<file path="src/sv/pffe_ram.sv">
// Generic simple dual-port RAM with registered read
module pffe_ram #(
	parameter int unsigned WIDTH = 16,
	parameter int unsigned DEPTH = 256
) (
	input  logic                     clk,
	input  logic                     we,
	input  logic [$clog2(DEPTH)-1:0] waddr,
	input  logic [WIDTH-1:0]         wdata,
	input  logic [$clog2(DEPTH)-1:0] raddr,
	output logic [WIDTH-1:0]         rdata
);
	logic [WIDTH-1:0] mem [DEPTH];

	always_ff @(posedge clk) begin
		if (we) begin
			mem[waddr] <= wdata;
		end
		rdata <= mem[raddr];
	end
endmodule

</file>
<file path="config.mk">
export PLATFORM = sky130hd
export DESIGN_NAME = pffe_ram
export DESIGN_NICKNAME = d
export VERILOG_FILES = /design/src/sv/pffe_ram.sv
export SDC_FILE = /design/constraint.sdc
export NUM_CORES = 2
export LEC_CHECK = 0
export BUFFER_PORTS_ARGS = -buffer_cell sky130_fd_sc_hd__buf_4
export CAP_MARGIN = 10
export CORE_MARGIN = 2
export CORE_UTILIZATION = 50
export CTS_CLUSTER_DIAMETER = 60
export DETAILED_ROUTE_END_ITERATION = 10
export PLACE_DENSITY = 0.76
export RECOVER_POWER = 25
export SETUP_SLACK_MARGIN = 0.05
export SYNTH_ARGS = -nofsm -noshare
export SYNTH_HDL_FRONTEND = slang
export SYNTH_SLANG_ARGS = --single-unit
</file>
<file path="constraint.sdc">
create_clock -name clk -period 3.2 [get_ports clk]
set_input_delay 0.64 -clock clk [delete_from_list [all_inputs] [get_ports clk]]
set_output_delay 0.64 -clock clk [all_outputs]
set_load 0.01 [all_outputs]
</file>
==> Word level (Yosys, flattened, before mapping) <==
Memories as Yosys holds them, arrays and structs flattened. A register that Yosys moved wholly into a read port is not among the register bits.
Cells that the tools add are included.
{ "op_classes": {"mux": 2} }
{ "ops": {"columns": ["op", "n"], "rows": [
  ["two-way mux 1 bit", 2]
]} }
{ "totals": {"word_cells": 3, "out_inout_bits": 16, "ramBits": 4096, "register_bits": 0, "memories": 1} }
{ "memory_table": {"columns": ["memory", "words", "width", "read_ports", "rd_clocked_by_memory_dff", "wr", "line_no", "text"], "rows": [
  ["mem", 256, 16, 1, 1, 1, "13", "logic [WIDTH-1:0] mem [DEPTH];"]
]} }

==> Logic depth before layout (Yosys ltp) <==
{ "depth": {"depth_word": 2, "mapped_depth": 12} }

==> Worst setup path before layout <==
No wires, ideal clock.
{ "synth_timing": {"path_type": "input -> register", "start": "in waddr[3]", "end": "mem mem[235][0] (enable)", "stages": 6, "setup_ns": 0.388, "setup_slack_ns": 0.395, "t_arrival_ns": 2.417, "path_buffers": 3, "path_cell_list": "clkbuf_1 > nor2b_1 > clkbuf_1 > nand4_1 > clkbuf_1 > nor2_1"} }
{ "synth_lines": {"columns": ["element", "line_no", "text"], "rows": [
  ["start: declaration", "8", "input logic [$clog2(DEPTH)-1:0] waddr,"],
  ["end: declaration", "13", null]
]} }
Straight into the memory's write port.

==> flow_metrics.env <==
export IMPL_seq_power_share_pct=52.4
export IMPL_fill_cells=21500
export IMPL_syn_area_per_cell_um2=21.6
export IMPL_maxSlewViolCount=1184
export IMPL_layout_common_cells="edfxtp_1, buf_4, mux4_2"
export IMPL_grt_pass1_vias=83100
export IMPL_synthesis_nets=7394
export IMPL_drive_gt1_share_pct=29.0
export IMPL_hold_viol_final=0
export IMPL_dr_pass1_iters=9
export IMPL_drtAntennaViolNets=0
export IMPL_hold_class="primary input to flip-flop"
export IMPL_rsz0062_at_grt="false"
export IMPL_reg2reg_to="rdata[3]"
export IMPL_cpMaxStageDelayCell="o32ai_1"
export IMPL_core_mm2=0.315
export IMPL_synth_edf_count=4096
export IMPL_yosysTopAreaCell="edfxtp_1"
export IMPL_cts_hold_fix_buffers=0
export IMPL_cts_setup_buffers=0
export IMPL_antenna_found_initial=23
export IMPL_cts_resized=0
export IMPL_timing_fmax_mhz=315
export IMPL_met2WireLength_um=202000
export IMPL_dp_cells=12100
export IMPL_crit_path_end="rdata[3]"
export IMPL_wl_met3_um=49000
export IMPL_cp_end_kind="flip-flop"
export IMPL_timing_rr_start="mem[62][3]"
export IMPL_syn_inst=7360
export IMPL_drv_cap=16
export IMPL_wl_met1_um=149000
export IMPL_final_common_cell="edfxtp_1"
export IMPL_die_h_um=567
export IMPL_drt_iter0_markers=12700
export IMPL_whs_ps=405
export IMPL_start_kind="flip-flop"
export IMPL_seq_area_frac_synth_pct=77.7
export IMPL_pwr_share_clk_pct=42.1
export IMPL_min_path_cells=3
export IMPL_cts_buffers=397
export IMPL_worst_path_most_repeated_cell="mux4_2"
export IMPL_ios=50
export IMPL_comb_power_share_pct=5.5
export IMPL_die_width_um=567
export IMPL_synthToLayoutAreaGrowth_pct=16.1
export IMPL_ir_drop_v=0.000458
export IMPL_instances_no_fill=12800
export IMPL_grt_overflow=0
export IMPL_ctsHtreeMaxLevel=5
export IMPL_violations="capacitance limit, slew limit"
export IMPL_grt_pass1_wl_um=602000
export IMPL_tightest_slew_ps=3400
export IMPL_routed_top_layer="met5"
export IMPL_worstPathMaxFanout=1
export IMPL_cts_sinks=4112
export IMPL_ys_warn_count=0
export IMPL_path_clk_slew_ps=70
export IMPL_ys_ff_latch=4112
export IMPL_internal_power_w=0.0896
export IMPL_routedWlPerCell_um=32.9
export IMPL_vias_per_cell=6.46
export IMPL_crit_family="compound AO/OA/AOI/OAI gates"
export IMPL_yosys_top_cells_area="edfxtp_1, mux4_2, mux2i_1"
export IMPL_yosysUniqueCellTypes=52
export IMPL_r2r_cells=6
export IMPL_cts_buffer_depth=4
export IMPL_synth_cell_area_mm2=0.159
export IMPL_clock_latency_ps=940
export IMPL_vias=83000
export IMPL_synth_top_area_share_pct=77.5
export IMPL_ys_async_sr_fraction_pct=0
export IMPL_slew_headroom_pct=-127
export IMPL_layout_nets=8369
export IMPL_crit_arrival_ps=3980
export IMPL_crit_type="flip-flop to flip-flop"
export IMPL_p_per_area_mw_per_mm2=617
export IMPL_crit_chain="mux4_2, mux4_2, a22o_1, o32ai_1, buf_4, nor4_1"
export IMPL_drc=0
export IMPL_cp_depth=6
export IMPL_finClkSkew_ps=76.7
export IMPL_ys_flop_type="edfxtp_1"
export IMPL_setup_viol=0
export IMPL_die_area_mm2=0.322
export IMPL_period_share_pct=99.1
export IMPL_std_cell_rows=206
export IMPL_status="complete, but fails checks"
export IMPL_rrSetupSlack_ps=30
export IMPL_crit_required_ps=4000
export IMPL_p_switching_w=0.0240
export IMPL_switching_share_pct=21.1
export IMPL_cts_root_buf="clkbuf_16"
export IMPL_cts_tree="done"
export IMPL_max_stage_delay_ps=910
export IMPL_grt_start_max_net_pins=125
export IMPL_hpwl_um=258000
export IMPL_portBuffers=49
export IMPL_path_buf_inv=1
export IMPL_gp_congestion=0.954
export IMPL_drt_total_wl_um=423000
export IMPL_start_util_pct=50.3
export IMPL_cp_startpoint="mem[62][3]"
export IMPL_p_leak_nw=59.8
export IMPL_grt_total_usage_pct=25.9
export IMPL_min_period_ps=3170
[layer usage]
layer,up-vias,track usage (%)
met5,-,0
li1,33300,-
met4,4,12.9
met1,43100,34.2
met2,5748,41.0
met3,940,5.81
[cell usage after synthesis, types with 4 or more instances]
master and count:
buf_6 77, buf_12 5, buf_8 11, a21oi_1 175, nor3_1 92, a31oi_1 6, o31ai_1 16, nand3_1 35
mux2_2 88, buf_2 76, a221oi_1 28, dfxtp_1 16, nor2b_1 9, buf_4 26, a22o_1 32, mux4_2 797
o21ai_0 37, nor2_1 304, mux2i_1 565, o32ai_1 20, buf_1 27, nor4_1 17, clkbuf_1 230, or2_2 4
nand2_1 38, o221ai_1 252, and3_1 11, edfxtp_1 4096, a211oi_1 18, a2111oi_0 6, o22ai_1 148, nand4_1 26
a22oi_1 43
[layout make-up]
type,count,area (um2),area share [%]
Antenna cell,16,40.0,0.0217
Clock buffer,485,10400,5.67
Clock inverter,245,2850,1.55
Inverter,4,27.5,0.0149
Multi-Input combinational cell,2792,32800,17.8
Sequential cell,4112,123000,66.9
Tap cell,4160,5200,2.83
Timing Repair Buffer,1028,9560,5.19
[cells by family after synthesis]
logic type,count (synthesis),share of synthesized area (%)
buffers and inverters,456,1.69
muxes,1450,15.5
DFF,4112,77.7
AOI/OAI and AO/OA,786,3.54
and+or+nand+nor,556,1.57
[registers in the layout, indices dropped and copies added, names as in the netlist]
signal and flops:
mem 4096, rdata 16
[how the worst min path moves through the flow]
stage / startpoint / end / slack, ps
floorplan: wdata[0] / mem[0][0] / 740
global route: waddr[6] / mem[214][8] / 410
finish: waddr[6] / mem[214][6] / 400
global placement: mem[234][5] / rdata[5] / 1020
detailed placement: mem[194][8] / rdata[8] / 1030
CTS: wdata[14] / mem[213][14] / 120
[worst register-to-register path: cells and delay by family (launching register included)]
kind	cells	cell delay (ps)
AOI/OAI and AO/OA	2	1340
buffers and inverters	1	240
DFF	1	360
muxes	2	1050
and+or+nand+nor	1	50
[power groups by stage]
| stage | clock, W | sequential (W) | combinational [W] |
|---|---|---|---|
| after global routing | 0.0501 | 0.0595 | 0.00647 |
| after detailed placement | 0 | 0.0606 | 0.00615 |
| after CTS | 0.0482 | 0.0595 | 0.00621 |
| final | 0.0479 | 0.0595 | 0.00627 |
| after global placement | 0 | 0.0606 | 0.00601 |
| after floorplan | 0 | 0.0606 | 0.00293 |
[through the flow]
step / setup TNS [ps] / setup slack (ps) / utilization (%) / total power (W) / area [um2]
global route: 0 / 113 / 58.4 / 0.116 / 184000
CTS: 0 / 124 / 58.5 / 0.114 / 185000
floorplan: 0 / 395 / - / 0.0635 / 159000
detailed placement: -5170 / -678 / 54.3 / 0.0668 / 171000
global placement: -4680 / -703 / 54.3 / 0.0666 / 171000
finish: 0 / 27.3 / 58.4 / 0.114 / 184000
No activity file was read; power rests on OpenSTA's default activity.
